## config.mk

```make
export PLATFORM = sky130hd
export DESIGN_NAME = joint_slew_and_velocity_integrator
export DESIGN_NICKNAME = d
export VERILOG_FILES = /design/src/design/jsvi_pkg.sv /design/src/design/jsvi_cell.sv /design/src/design/jsvi_update.sv /design/src/design/joint_slew_and_velocity_integrator.sv
export SDC_FILE = /design/constraint.sdc
export NUM_CORES = 2
export LEC_CHECK = 0
export ABC_CLOCK_PERIOD_IN_PS = 16000
export CAP_MARGIN = 15
export CORE_ASPECT_RATIO = 2
export CORE_MARGIN = 3
export CORE_UTILIZATION = 54
export CTS_BUF_LIST = sky130_fd_sc_hd__clkbuf_4
export DETAILED_ROUTE_END_ITERATION = 7
export DONT_BUFFER_PORTS = 1
export GPL_ROUTABILITY_DRIVEN = 1
export PLACE_DENSITY = 0.75
export SYNTH_ARGS = -nofsm -noshare
export SYNTH_HDL_FRONTEND = slang
export SYNTH_SLANG_ARGS = --single-unit
```

## constraint.sdc

```tcl
create_clock -name i_clk -period 16 [get_ports i_clk]
set_input_delay 0.8 -clock i_clk [delete_from_list [all_inputs] [get_ports i_clk]]
set_output_delay 0.8 -clock i_clk [all_outputs]
set_load 0.01 [all_outputs]
```

## src/design/jsvi_pkg.sv

```systemverilog
// Package for the joint slew and velocity integrator: widths, codes, types.
package jsvi_pkg;

    localparam int JOINT_CNT_DEF  = 8;
    localparam int VALUE_BITS_DEF = 32;

    localparam int OP_W     = 3;
    localparam int JOINT_W  = 3;
    localparam int IO_VAL_W = 32;
    localparam int ET_W     = 16;
    localparam int STEP_W   = 31;
    localparam int JIU_W    = 4;
    localparam int CFG_A_W  = 1;

    localparam int S_TDATA_W = 56;  // joint, value, elapsed_time, padded
    localparam int M_TDATA_W = 40;  // joint_index, position, padded

    localparam logic [CFG_A_W-1:0] REG_MAX_STEP     = 1'd0;
    localparam logic [CFG_A_W-1:0] REG_JOINTS_IN_USE = 1'd1;

    localparam logic [STEP_W-1:0] MAX_STEP_RST = 31'd66;
    localparam logic [JIU_W-1:0]  JIU_RST      = 4'd8;

    typedef enum logic [OP_W-1:0] {
        OP_TICK     = 3'd0,
        OP_SET_GOAL = 3'd1,
        OP_SET_VEL  = 3'd2,
        OP_PRESET   = 3'd3,
        OP_READ     = 3'd4
    } t_op;

    typedef enum logic [1:0] {
        ST_IDLE,
        ST_MUL,
        ST_EMIT
    } t_state;

    // per-cell control: ring shift and the three joint-addressed writes
    typedef struct packed {
        logic shift;
        logic wr_pos;
        logic wr_goal;
        logic wr_vel;
    } t_cell_ctl;

endpackage

```

## src/design/jsvi_cell.sv

```systemverilog
// One joint cell: position, goal and velocity, shifting toward the ring head.
module jsvi_cell
    import jsvi_pkg::*;
#(
    parameter int VALUE_BITS = VALUE_BITS_DEF
) (
    input  logic                         i_clk,
    input  logic                         i_rst_n,
    input  t_cell_ctl                    i_ctl,
    input  logic signed [VALUE_BITS-1:0] i_nxt_pos,
    input  logic signed [VALUE_BITS-1:0] i_nxt_goal,
    input  logic signed [VALUE_BITS-1:0] i_nxt_vel,
    input  logic signed [VALUE_BITS-1:0] i_wr_value,
    output logic signed [VALUE_BITS-1:0] o_pos,
    output logic signed [VALUE_BITS-1:0] o_goal,
    output logic signed [VALUE_BITS-1:0] o_vel
);

    logic signed [VALUE_BITS-1:0] r_pos, r_goal, r_vel;

    always_ff @(posedge i_clk) begin
        if (!i_rst_n) begin
            r_pos  <= '0;
            r_goal <= '0;
            r_vel  <= '0;
        end else if (i_ctl.shift) begin
            r_pos  <= i_nxt_pos;
            r_goal <= i_nxt_goal;
            r_vel  <= i_nxt_vel;
        end else begin
            if (i_ctl.wr_pos)  r_pos  <= i_wr_value;
            if (i_ctl.wr_goal) r_goal <= i_wr_value;
            if (i_ctl.wr_vel)  r_vel  <= i_wr_value;
        end
    end

    assign o_pos  = r_pos;
    assign o_goal = r_goal;
    assign o_vel  = r_vel;

endmodule

```

## src/design/jsvi_update.sv

```systemverilog
// Update unit at the ring head: registered velocity product, slew clamp, saturation.
module jsvi_update
    import jsvi_pkg::*;
#(
    parameter int VALUE_BITS = VALUE_BITS_DEF
) (
    input  logic                         i_clk,
    input  logic                         i_mul_en,
    input  logic                         i_vmode,
    input  logic [STEP_W-1:0]            i_max_step,
    input  logic [ET_W-1:0]              i_et,
    input  logic signed [VALUE_BITS-1:0] i_pos,
    input  logic signed [VALUE_BITS-1:0] i_goal,
    input  logic signed [VALUE_BITS-1:0] i_vel,
    output logic signed [VALUE_BITS-1:0] o_new_pos
);

    localparam int PW = VALUE_BITS + ET_W + 1;                        // product
    localparam int DW = (VALUE_BITS + 2 > STEP_W + 2) ? VALUE_BITS + 2 : STEP_W + 2;
    localparam int SW = (VALUE_BITS + 3 > DW) ? VALUE_BITS + 3 : DW;  // pre-sat sum
    localparam logic signed [SW-1:0] MAXV = (SW'(1) <<< (VALUE_BITS - 1)) - SW'(1);
    localparam logic signed [SW-1:0] MINV = -MAXV - SW'(1);

    logic signed [PW-1:0]         r_prod;
    logic signed [PW:0]           rnd;
    logic signed [PW-ET_W:0]      delta;
    logic signed [DW-1:0]         diff, lim, step;
    logic signed [SW-1:0]         sum;

    // velocity times elapsed time, Q16.32
    always_ff @(posedge i_clk) begin
        if (i_mul_en) begin
            r_prod <= PW'(i_vel) * PW'($signed({1'b0, i_et}));
        end
    end

    always_comb begin
        rnd   = (PW+1)'(r_prod) + (PW+1)'(32768);
        delta = (PW-ET_W+1)'(rnd >>> ET_W);      // round to Q16.16, ties up
        diff  = DW'(i_goal) - DW'(i_pos);
        lim   = DW'($signed({1'b0, i_max_step}));
        if (diff > lim) begin
            step = lim;
        end else if (diff < -lim) begin
            step = -lim;
        end else begin
            step = diff;
        end
        if (i_vmode) begin
            sum = SW'(i_pos) + SW'(delta);
        end else begin
            sum = SW'(i_pos) + SW'(step);
        end
        if (sum > MAXV) begin
            o_new_pos = VALUE_BITS'(MAXV);
        end else if (sum < MINV) begin
            o_new_pos = VALUE_BITS'(MINV);
        end else begin
            o_new_pos = VALUE_BITS'(sum);
        end
    end

endmodule

```

## src/design/joint_slew_and_velocity_integrator.sv

```systemverilog
// Top level of the joint slew limiter / velocity integrator with its sequencer.
//
// Holds position, goal and velocity for JOINT_CNT joints in a ring of cells, plus a
// global mode flag. Input beats carry the opcode in tuser: tick, set goal, set velocity,
// preset position, read positions. Set and preset beats give no output; set goal
// selects position mode, set velocity selects velocity mode, and a joint index at
// or beyond JOINT_CNT is ignored. A tick or read rotates the whole ring once through
// the update unit at the head, each joint slot passing a product register state
// and then an update-and-shift state, which waits on a stalled output for a joint
// in use. The block is busy for the whole pass, and the input is not ready
// during that time. Joints below joints_in_use (zero taken as one, clipped to
// JOINT_CNT) are updated on a tick and reported in order from joint 0, one output
// beat each, tlast on the final one; the remaining joints pass the head unchanged.
// Position mode moves each joint toward its goal by at most max_step; velocity mode
// adds velocity * elapsed_time rounded to Q16.16. Positions saturate at the signed
// VALUE_BITS range. Control and joint state reset directly; there is no clearing pass.
// Write configuration (max_step, joints_in_use) only while idle; nothing enforces it.
module joint_slew_and_velocity_integrator
    import jsvi_pkg::*;
#(
    parameter int JOINT_CNT  = JOINT_CNT_DEF,
    parameter int VALUE_BITS = VALUE_BITS_DEF
) (
    input  logic                 i_clk,
    input  logic                 i_rst_n,
    // input stream
    input  logic                 s_axis_tvalid,
    output logic                 s_axis_tready,
    input  logic [S_TDATA_W-1:0] s_axis_tdata,  // [2:0] joint, [34:3] value,
                                                // [50:35] elapsed_time, rest zero
    input  logic [OP_W-1:0]      s_axis_tuser,  // [2:0] opcode
    // output stream
    output logic                 m_axis_tvalid,
    input  logic                 m_axis_tready,
    output logic [M_TDATA_W-1:0] m_axis_tdata,  // [2:0] joint_index, [34:3] position,
                                                // rest zero
    output logic                 m_axis_tlast,  // last
    // configuration writes
    input  logic                 i_cfg_we,
    input  logic [CFG_A_W-1:0]   i_cfg_addr,
    input  logic [STEP_W-1:0]    i_cfg_wdata
);

    localparam int IW = (JOINT_CNT > 1) ? $clog2(JOINT_CNT) : 1;
    localparam int CW = $clog2(JOINT_CNT + 1);

    // config and mode
    logic [STEP_W-1:0] r_max_step;
    logic [JIU_W-1:0]  r_jiu;
    logic              r_vmode;

    // item context
    t_state            r_state, n_state;
    logic [IW-1:0]     r_idx;
    logic [CW-1:0]     r_n;
    logic              r_is_tick;
    logic [ET_W-1:0]   r_et;

    // output register
    logic                r_out_valid;
    logic [JOINT_W-1:0]  r_out_joint;
    logic [IO_VAL_W-1:0] r_out_pos;
    logic                r_out_last;

    // input fields
    t_op                        in_op;
    logic [JOINT_W-1:0]         in_joint;
    logic [IO_VAL_W-1:0]        in_value;
    logic [ET_W-1:0]            in_et;
    logic [63:0]                raw_value;
    logic signed [VALUE_BITS-1:0] wr_value;
    logic                       accept_in;
    logic                       joint_ok;
    logic                       in_report;
    logic [31:0]                act32;

    // ring
    logic signed [VALUE_BITS-1:0] c_pos  [JOINT_CNT];
    logic signed [VALUE_BITS-1:0] c_goal [JOINT_CNT];
    logic signed [VALUE_BITS-1:0] c_vel  [JOINT_CNT];
    logic signed [VALUE_BITS-1:0] tail_pos;
    logic signed [VALUE_BITS-1:0] upd_pos;
    logic [63:0]                  head_ext;

    // sequencer controls
    logic out_free;
    logic active;
    logic idx_last;
    logic mul_en;
    logic shift;
    logic load_out;

    assign in_op     = t_op'(s_axis_tuser);
    assign in_joint  = s_axis_tdata[2:0];
    assign in_value  = s_axis_tdata[34:3];
    assign in_et     = s_axis_tdata[50:35];
    assign raw_value = {32'd0, in_value};
    assign wr_value  = raw_value[VALUE_BITS-1:0];

    assign accept_in = s_axis_tvalid && s_axis_tready;
    assign joint_ok  = {29'd0, in_joint} < 32'(JOINT_CNT);
    assign in_report = (in_op == OP_TICK) || (in_op == OP_READ);

    // active joint count: zero reads as one, clipped to the ring length
    always_comb begin
        if (r_jiu == '0) begin
            act32 = 32'd1;
        end else if ({28'd0, r_jiu} > 32'(JOINT_CNT)) begin
            act32 = 32'(JOINT_CNT);
        end else begin
            act32 = {28'd0, r_jiu};
        end
    end

    assign out_free = !r_out_valid || m_axis_tready;
    assign active   = CW'(r_idx) < r_n;
    assign idx_last = r_idx == IW'(JOINT_CNT - 1);

    // next state
    always_comb begin
        n_state = r_state;
        unique case (r_state)
            ST_IDLE: begin
                if (accept_in && in_report) n_state = ST_MUL;
            end
            ST_MUL: begin
                n_state = ST_EMIT;
            end
            ST_EMIT: begin
                if (!active || out_free) begin
                    n_state = idx_last ? ST_IDLE : ST_MUL;
                end
            end
            default: n_state = ST_IDLE;
        endcase
    end

    // sequencer outputs
    always_comb begin
        s_axis_tready = 1'b0;
        mul_en        = 1'b0;
        shift         = 1'b0;
        load_out      = 1'b0;
        unique case (r_state)
            ST_IDLE: s_axis_tready = 1'b1;
            ST_MUL:  mul_en = 1'b1;
            ST_EMIT: begin
                shift    = !active || out_free;
                load_out = active && out_free;
            end
            default: ;
        endcase
    end

    always_ff @(posedge i_clk) begin
        if (!i_rst_n) begin
            r_state     <= ST_IDLE;
            r_idx       <= '0;
            r_n         <= '0;
            r_is_tick   <= 1'b0;
            r_max_step  <= MAX_STEP_RST;
            r_jiu       <= JIU_RST;
            r_vmode     <= 1'b0;
            r_out_valid <= 1'b0;
        end else begin
            r_state <= n_state;
            if (i_cfg_we) begin
                unique case (i_cfg_addr)
                    REG_MAX_STEP:      r_max_step <= i_cfg_wdata;
                    REG_JOINTS_IN_USE: r_jiu      <= i_cfg_wdata[JIU_W-1:0];
                    default: ;
                endcase
            end
            if (accept_in) begin
                r_idx     <= '0;
                r_n       <= CW'(act32);
                r_is_tick <= in_op == OP_TICK;
                if (joint_ok && in_op == OP_SET_GOAL) r_vmode <= 1'b0;
                if (joint_ok && in_op == OP_SET_VEL)  r_vmode <= 1'b1;
            end
            if (shift && !idx_last) r_idx <= r_idx + IW'(1);
            if (load_out) begin
                r_out_valid <= 1'b1;
            end else if (m_axis_tready) begin
                r_out_valid <= 1'b0;
            end
        end
    end

    // elapsed time and output payload; a tick reports the freshly updated position
    assign head_ext = 64'($unsigned(tail_pos));

    always_ff @(posedge i_clk) begin
        if (accept_in) r_et <= in_et;
        if (load_out) begin
            r_out_joint <= JOINT_W'(r_idx);
            r_out_pos   <= head_ext[IO_VAL_W-1:0];
            r_out_last  <= (CW+1)'(r_idx) + (CW+1)'(1) == (CW+1)'(r_n);
        end
    end

    jsvi_update #(
        .VALUE_BITS(VALUE_BITS)
    ) u_update (
        .i_clk      (i_clk),
        .i_mul_en   (mul_en),
        .i_vmode    (r_vmode),
        .i_max_step (r_max_step),
        .i_et       (r_et),
        .i_pos      (c_pos[0]),
        .i_goal     (c_goal[0]),
        .i_vel      (c_vel[0]),
        .o_new_pos  (upd_pos)
    );

    // head re-enters at the tail, updated only on a tick for joints in use
    assign tail_pos = (r_is_tick && active) ? upd_pos : c_pos[0];

    for (genvar k = 0; k < JOINT_CNT; k++) begin : g_cell
        t_cell_ctl                    ctl;
        logic signed [VALUE_BITS-1:0] nxt_pos, nxt_goal, nxt_vel;
        logic                         sel;

        assign sel = accept_in && joint_ok && ({29'd0, in_joint} == 32'(k));
        assign ctl.shift   = shift;
        assign ctl.wr_pos  = sel && in_op == OP_PRESET;
        assign ctl.wr_goal = sel && (in_op == OP_PRESET || in_op == OP_SET_GOAL);
        assign ctl.wr_vel  = sel && in_op == OP_SET_VEL;

        if (k == JOINT_CNT - 1) begin : g_tail
            assign nxt_pos  = tail_pos;
            assign nxt_goal = c_goal[0];
            assign nxt_vel  = c_vel[0];
        end else begin : g_mid
            assign nxt_pos  = c_pos[k+1];
            assign nxt_goal = c_goal[k+1];
            assign nxt_vel  = c_vel[k+1];
        end

        jsvi_cell #(
            .VALUE_BITS(VALUE_BITS)
        ) u_cell (
            .i_clk      (i_clk),
            .i_rst_n    (i_rst_n),
            .i_ctl      (ctl),
            .i_nxt_pos  (nxt_pos),
            .i_nxt_goal (nxt_goal),
            .i_nxt_vel  (nxt_vel),
            .i_wr_value (wr_value),
            .o_pos      (c_pos[k]),
            .o_goal     (c_goal[k]),
            .o_vel      (c_vel[k])
        );
    end

    assign m_axis_tvalid = r_out_valid;
    assign m_axis_tdata  = {5'd0, r_out_pos, r_out_joint};
    assign m_axis_tlast  = r_out_last;

endmodule

```

Yosys cells after proc, flatten, opt, wreduce, memory -nomap -nowiden:

Cells that the tools add are included.

* latch bits: 0
* memories: 0
* bits in read-only memories: 0
* input bits: 96
* memory bits (writable): 0
* output and inout bits: 43
* logic and storage cells: 218
* register bits after elaboration: 916

* reductions and logical operators: 79
* add/sub/neg operators: 7
* mux-type cells: 70
* $lt $le $gt $ge: 6
* bitwise logic cells: 1
* eq/ne operators: 17
* shift-type cells: 0
* divide/modulo/power cells: 0
* multiply operators: 1

Operators with widths (number)
* 32-bit 2-to-1 mux: 51
* 32-bit by 34-bit adder with 35-bit output: 2
* 34-bit 2-to-1 mux: 2
* 2-bit nonzero test: 27
* 49-bit by 17-bit adder with 50-bit output (second input constant): 1
* 32-bit by 17-bit multiplier with 49-bit output: 1
* 1-bit logical AND: 37
* 35-bit by 32-bit greater-than comparator with 1-bit output (second input constant): 1
* 35-bit by 32-bit less-than comparator with 1-bit output (second input constant): 1
* 35-bit 2-to-1 mux: 1
* 34-bit by 32-bit greater-than comparator with 1-bit output: 1
* 34-bit less-than comparator: 1
* 31-bit negation with 34-bit output: 1
* 32-bit by 32-bit subtractor with 33-bit output: 1
* 3-bit equality test (second input constant): 6
* 3-bit by 2-bit equality test with 1-bit output (second input constant): 4
* 1-bit 2-to-1 mux: 9
* 4-bit 2-to-1 mux: 2
* 2-bit AND reduction: 4
* 3-bit by 1-bit equality test with 1-bit output (second input constant): 2
* 3-bit logical NOT: 2
* 3-bit 2-to-1 mux: 2
* 2-bit one-hot mux with 3 select lines: 1
* 3-bit by 1-bit adder with 4-bit output (second input constant): 1
* 13 further kinds: 20

Longest topological paths before layout:

* word-level depth: 11
* mapped depth: 39
* gate-level depth less buffers: 35

Cells and area by module:

Synthesis repeated with hierarchy kept, for this count alone.

* cells, all modules: 6847
* area total of the unflattened synthesis: 71853.9 um^2

Modules (own cells, without submodules)
* jsvi_cell: cells each 428, area an instance 5263.8 um^2, sequential area each 1921.8 um^2, times used 8
* jsvi_update: cells each 3054, area an instance 25630.8 um^2, sequential area each 1021.0 um^2, times used 1
* joint_slew_and_velocity_integrator: cells each 369, area an instance 4112.7 um^2, sequential area each 2502.4 um^2, times used 1

Worst setup path after synthesis:

No wires, ideal clock.

* path kind: register to register
* start point: register g_cell[0].u_cell.r_pos[1]
* end point: register r_out_pos[12] (data pin)
* period minus slack after synthesis: 8073 ps
* cell stages (with the launch flop): 38
* library setup time: 269 ps
* path slack: 7927 ps
* path buffers: 4
* data arrival time: 7804 ps
* path through: dfxtp_1 inv_1 ha_1 nor2b_1 o31a_1 a211oi_1 o21ai_0 a31oi_1 o21bai_1 a21oi_1 xnor2_1 ha_1 and4_1 o21ai_0 a21oi_1 o22a_1 and2_0 maj3_2 [... 2 more ...] buf_4 buf_8 nor3_1 a221o_1 ha_1 fa_1 a211oi_1 o211ai_1 a22oi_1 o221ai_1 a211oi_1 xor2_1 or3b_1 clkbuf_1 clkbuf_1 nor3_1 nor4_1 a21oi_1

* longest elaborated chain between the ends: 10
* elaborated cells between the ends (all ways): 13
* classes of those cells: 3 x add/sub; 4 x order compare; 6 x mux

Ends and longest elaborated chain
* start, declared: line jsvi_cell.sv:19 `logic signed [VALUE_BITS-1:0] r_pos, r_goal, r_vel;`
* start signal, assigned: line jsvi_cell.sv:27 `r_pos <= i_nxt_pos;`
* start signal, assigned: line jsvi_cell.sv:31 `if (i_ctl.wr_pos) r_pos <= i_wr_value;`
* 32-bit by 32-bit subtractor with 33-bit output: line jsvi_update.sv:40 `diff = DW'(i_goal) - DW'(i_pos);`
* 34-bit less-than comparator: line jsvi_update.sv:44 `end else if (diff < -lim) begin`
* 34-bit 2-to-1 mux: line jsvi_update.sv:44
* 34-bit 2-to-1 mux: line jsvi_update.sv:42 `if (diff > lim) begin`
* 32-bit by 34-bit adder with 35-bit output: line jsvi_update.sv:52 `sum = SW'(i_pos) + SW'(step);`
* 35-bit 2-to-1 mux *: line jsvi_update.sv:49 `if (i_vmode) begin`
* 35-bit by 32-bit less-than comparator with 1-bit output: line jsvi_update.sv:56 `end else if (sum < MINV) begin`
* 32-bit 2-to-1 mux: line jsvi_update.sv:56
* 32-bit 2-to-1 mux *: line jsvi_update.sv:54 `if (sum > MAXV) begin`
* 32-bit 2-to-1 mux *: line joint_slew_and_velocity_integrator.sv:217 `assign tail_pos = (r_is_tick && active) ? upd_pos : c_pos[0];`
* named net g_cell[7].nxt_pos[12]: line joint_slew_and_velocity_integrator.sv:221 `logic signed [VALUE_BITS-1:0] nxt_pos, nxt_goal, nxt_vel;`
* end signal, assigned: line joint_slew_and_velocity_integrator.sv:197 `r_out_pos <= head_ext[IO_VAL_W-1:0];`
* end, declared: line joint_slew_and_velocity_integrator.sv:62 `logic [IO_VAL_W-1:0] r_out_pos;`

Mark *: on every way through the listed nets, which the timed path passes. The rest lies on a longest branch.
A chain may end at the register's enable or synchronous reset.

Worst setup path in the final report:

* start point: register g_cell[0].u_cell.r_goal[12]
* end point: register r_out_pos[28] (data pin)

* longest elaborated chain between the ends: 10
* elaborated cells between the ends (all ways): 12
* classes of those cells: 2 x add/sub; 4 x order compare; 6 x mux

Ends and longest elaborated chain
* start, declared: line jsvi_cell.sv:19
* start signal, assigned: line jsvi_cell.sv:28 `r_goal <= i_nxt_goal;`
* start signal, assigned: line jsvi_cell.sv:32 `if (i_ctl.wr_goal) r_goal <= i_wr_value;`
* 32-bit by 32-bit subtractor with 33-bit output *: line jsvi_update.sv:40
* 34-bit less-than comparator: line jsvi_update.sv:44
* 34-bit 2-to-1 mux: line jsvi_update.sv:44
* 34-bit 2-to-1 mux *: line jsvi_update.sv:42
* 32-bit by 34-bit adder with 35-bit output *: line jsvi_update.sv:52
* 35-bit 2-to-1 mux *: line jsvi_update.sv:49
* 35-bit by 32-bit less-than comparator with 1-bit output: line jsvi_update.sv:56
* 32-bit 2-to-1 mux: line jsvi_update.sv:56
* 32-bit 2-to-1 mux *: line jsvi_update.sv:54
* 32-bit 2-to-1 mux *: line joint_slew_and_velocity_integrator.sv:217
* named net g_cell[7].nxt_pos[28]: line joint_slew_and_velocity_integrator.sv:221

Marked as above.

==> summary.txt <==
Min path
  – Min-delay src: s_axis_tdata[13]
  – Hold Crit Class: in2reg
  – Hold Path End: g_cell[6].u_cell.o_pos[10]$_SDFFE_PN0P_
  – WHS Path Cells: 3

Floorplan
  – Row count: 173
  – Die area: 117100 µm²
  – Die Wd: 243.5 µm
  – Initial Utilization: 0.5465
  – Die height: 481 µm
  – # IOs: about 140
  – Core ar.: 111500 µm²

Timing
  – Final period utilization: 0.7310
  – Fmax achieved: approximately 85 MHz
  – Setup TNS: 0 ps
  – Final Hold Viols: 0
  – Pins Over Slew Limit: 0
  – Min Tclk post-route: 11700 ps
  – Setup Viol. Count Final: 0
  – Slew headroom: 0.1566
  – Final WS setup: about 4300 ps
  – Measured slew at the worst slew-check pin: ~1300 ps
  – RSZ-0062 raised after global routing: no
  – Clock Skews: 83.38 ps
  – Hold slack: 92.59 ps

Critical path
  – Worst reg2reg endpoint: r_out_pos[28]$_DFFE_PP_
  – Reg-to-Reg Start: g_cell[0].u_cell.o_goal[12]$_SDFFE_PN0P_
  – Crit path required time: 17000 ps
  – R2R depth: 30
  – Reg2reg setup slack: approximately 4300 ps
  – Buf/Inv on CP: 1
  – CP Class: reg2reg
  – Crit path DAT: 12700 ps
  – Crit path max-delay family: compound AO/OA/AOI/OAI gates
  – Largest stage delay on the critical path: approximately 800 ps
  – CP Launch Type: flip-flop
  – Max stage delay cell, worst path: o21ai_2
  – CP max FO: 15
  – Instance count on the critical path: 30
  – CP endpoint kind: flip-flop

Routing
  – Antenna Nets Post-Route: 0
  – Routed wire length: 208200 µm
  – Router iterations before antenna repair: 8
  – Vias per cell: between 6 and 7
  – DR WL/cell: 24.25 µm
  – DRC: 0
  – Drt initial violations: 4254
  – Vias: 52720

Layout
  – Final Util: 0.5904
  – Ratio of cells with drive above 1 in the final layout: 0.07171
  – Syn-to-layout area delta: 8.047%
  – Post-route insts no fill: 8588
  – Fillers: 9788
  – Final nets: 7736

Synthesis
  – Area leader, netlist: dfxtp_1
  – Post-synth cell types: 84
  – Top FF cell, synth: dfxtp_1
  – Synthesized cell area: about 61000 µm²
  – Share of the synthesized area in the top cell type: 0.2678
  – Number of synthesized flops with an enable pin: 86
  – Sequential area share after synthesis: 0.3102
  – Post-synthesis sequential element count: between 900 and 1000
  – Ranking of synthesized cells by area: dfxtp_1 (27%), fa_1 (16%), a21boi_0 (6.8%)
  – Yosys warnings: 0
  – Avg Inst Size Synth: 8.612 µm²
  – Mapped Cells: 7074
  – Post-synth ARST share: 0

Job
  – Number of max-cap violations: 0

GRT
  – Largest net degree at the start of global routing: 836
  – First-pass GRT wire length: 311600 µm
  – Vias in the first global route: approximately 53000
  – All-Layer GR Usage: 0.3507
  – Remaining global-route overflow: 0
  – Initial antenna violation count: 29

Pwr
  – VDD IR max: 59.98 µV
  – Power density cells: 84.36 nW/µm²
  – Pleak: 25.15 nW

Placement
  – Port Buffers: 0
  – RePlAce Congestion: 1.013
  – Hpwl dp: 140600 µm
  – Place WS: 4635 ps
  – Placed instance count: 8056

Clock tree
  – Clock slew at reported path FFs: 70 ps
  – Max clock buf depth: 3
  – Sink Count: approximately 900
  – Num CTS Buffers: 197
  – CTS Root Cell: clkbuf_4
  – CTS tree: done
  – Clk_lat worst skew: about 1200 ps
  – H-tree lvl count: 4

Status
  – Status: completed
[cell usage in the layout (no fill, tap or decap), types with 18 or more instances in the layout]
| cell | Yosys | routed |
|---|---|---|
| fa_1 | 489 | 489 |
| nor4_1 | 23 | 23 |
| edfxtp_1 | 86 | 86 |
| nand3_1 | 116 | 116 |
| a22oi_1 | 517 | 517 |
| o21a_1 | 29 | 28 |
| diode_2 | 0 | 45 |
| clkinv_1 | 1 | 34 |
| dfxtp_1 | 815 | 815 |
| xnor2_1 | 96 | 96 |
| nand2_1 | 1067 | 1060 |
| and2_0 | 35 | 35 |
| o211a_1 | 33 | 33 |
| nand4_1 | 36 | 36 |
| a21o_1 | 44 | 44 |
| nor2_2 | 0 | 19 |
| o211ai_1 | 39 | 39 |
| buf_4 | 6 | 91 |
| inv_1 | 620 | 620 |
| nor2b_1 | 22 | 18 |
| clkbuf_4 | 0 | 298 |
| a211oi_1 | 28 | 27 |
| xor2_1 | 56 | 56 |
| dlygate4sd3_1 | 0 | 111 |
| a22o_1 | 32 | 32 |
| nor3_1 | 45 | 45 |
| nor2_1 | 181 | 148 |
| a21oi_1 | 554 | 554 |
| ha_1 | 250 | 250 |
| and2_1 | 214 | 214 |
| and3_1 | 22 | 22 |
| o21ai_0 | 283 | 283 |
| o31a_1 | 23 | 23 |
| a21boi_0 | 548 | 548 |
[worst register-to-register path: cells and delay by family, from the launching register on]
kind                       cells  cell delay (ps)
adders and majority gates      4             1530
buffers and inverters          1              260
and+or+nand+nor                7             2450
muxes                          1              390
AOI/OAI and AO/OA             16             5760
xor gates and xnor gates       1              480
DFF                            1              670
[layout make-up]
type	count	area (µm²)	area share
multi-input combinational	4955	37660	0.5722
sequential	901	18900	0.2871
inverter	621	2331	0.03541
timing repair buffer	225	2282	0.03467
clock buffer	298	2237	0.03399
tap	1487	1861	0.02827
clock inverter	56	437.9	0.006653
antenna	45	112.6	0.001711
[synth_stat cells (all sizes together), types with 28 or more instances]
cell / instances
o211a: 33
and2: 249
clkbuf: 561
o21a: 29
nand3: 116
fa: 489
dfxtp: 815
nor3: 45
a21boi: 548
a21oi: 555
edfxtp: 86
xnor2: 97
o211ai: 39
nor2: 181
nand2: 1067
inv: 620
xor2: 56
a22o: 32
a21o: 44
a22oi: 517
buf: 40
a211oi: 28
o21ai: 288
ha: 250
nand4: 36
[metal layers]
metal	GRT usage	wire, µm	share of wire
met2	0.6156	103600	0.50
met5	0	20	0.000096
met4	0.3387	23490	0.11
met3	0.07156	14280	0.069
met1	0.3385	66840	0.32
[stage by stage]
stage                     cell area [µm²]  total power, mW
after floorplan                     60930            3.222
after global placement              61450            3.544
after detailed placement            61450            3.554
after CTS                           65600            5.550
after global routing                65810            5.783
final                               65820            5.552
[report_power, final]
| part | internal, mW | switching [mW] | leakage [nW] |
|---|---|---|---|
| clock | 0.940 | 0.965 | 1.57 |
| sequential | 2.31 | 0.0317 | 7.38 |
| combinational | 0.424 | 0.880 | 16.2 |
[sequential cells by signal (all words and copies together) (netlist names), 2 cells and up]
| signal | count |
|---|---|
| u_update.r_prod | 34 |
| r_idx | 3 |
| r_max_step | 31 |
| r_n | 4 |
| r_et | 16 |
| g_cell.u_cell.o_pos | 256 |
| r_out_pos | 32 |
| r_jiu | 4 |
| r_out_joint | 3 |
| g_cell.u_cell.o_goal | 256 |
| r_state | 2 |
| g_cell.u_cell.o_vel | 256 |
[logic make-up after synthesis]
family                     after synthesis  share of synthesized area
muxes                                   15                   0.002588
and+or+nand+nor                       1822                     0.1339
buffers and inverters                 1222                    0.07599
adders and majority gates              740                     0.2122
other                                    1                 0.00006156
AOI/OAI and AO/OA                     2220                     0.2429
DFF                                    901                     0.3102
xor gates and xnor gates               153                    0.02212
[worst max path at each step]
stage | startpoint | slack (ps) | end
final | g_cell[0].u_cell.o_goal[12]$_SDFFE_PN0P_ | 4300 | r_out_pos[28]$_DFFE_PP_
after floorplan | g_cell[0].u_cell.o_pos[1]$_SDFFE_PN0P_ | 7930 | r_out_pos[12]$_DFFE_PP_
after CTS | g_cell[0].u_cell.o_pos[12]$_SDFFE_PN0P_ | 4540 | r_out_pos[28]$_DFFE_PP_
after global routing | g_cell[0].u_cell.o_goal[11]$_SDFFE_PN0P_ | 3980 | r_out_pos[28]$_DFFE_PP_
after detailed placement | g_cell[0].u_cell.o_pos[12]$_SDFFE_PN0P_ | 4640 | r_out_pos[23]$_DFFE_PP_
after global placement | g_cell[0].u_cell.o_goal[12]$_SDFFE_PN0P_ | 4690 | r_out_pos[28]$_DFFE_PP_
[what timing repair did]
action | 4_1_cts | 5_1_grt
setup endpoints to repair | 0 | 0
gates resized for setup | 0 | 0
hold endpoints to repair | 831 | 0
setup buffers | 0 | 0
hold buffers | 128 | 0
Note: power is estimated with default switching activity, not from simulation.
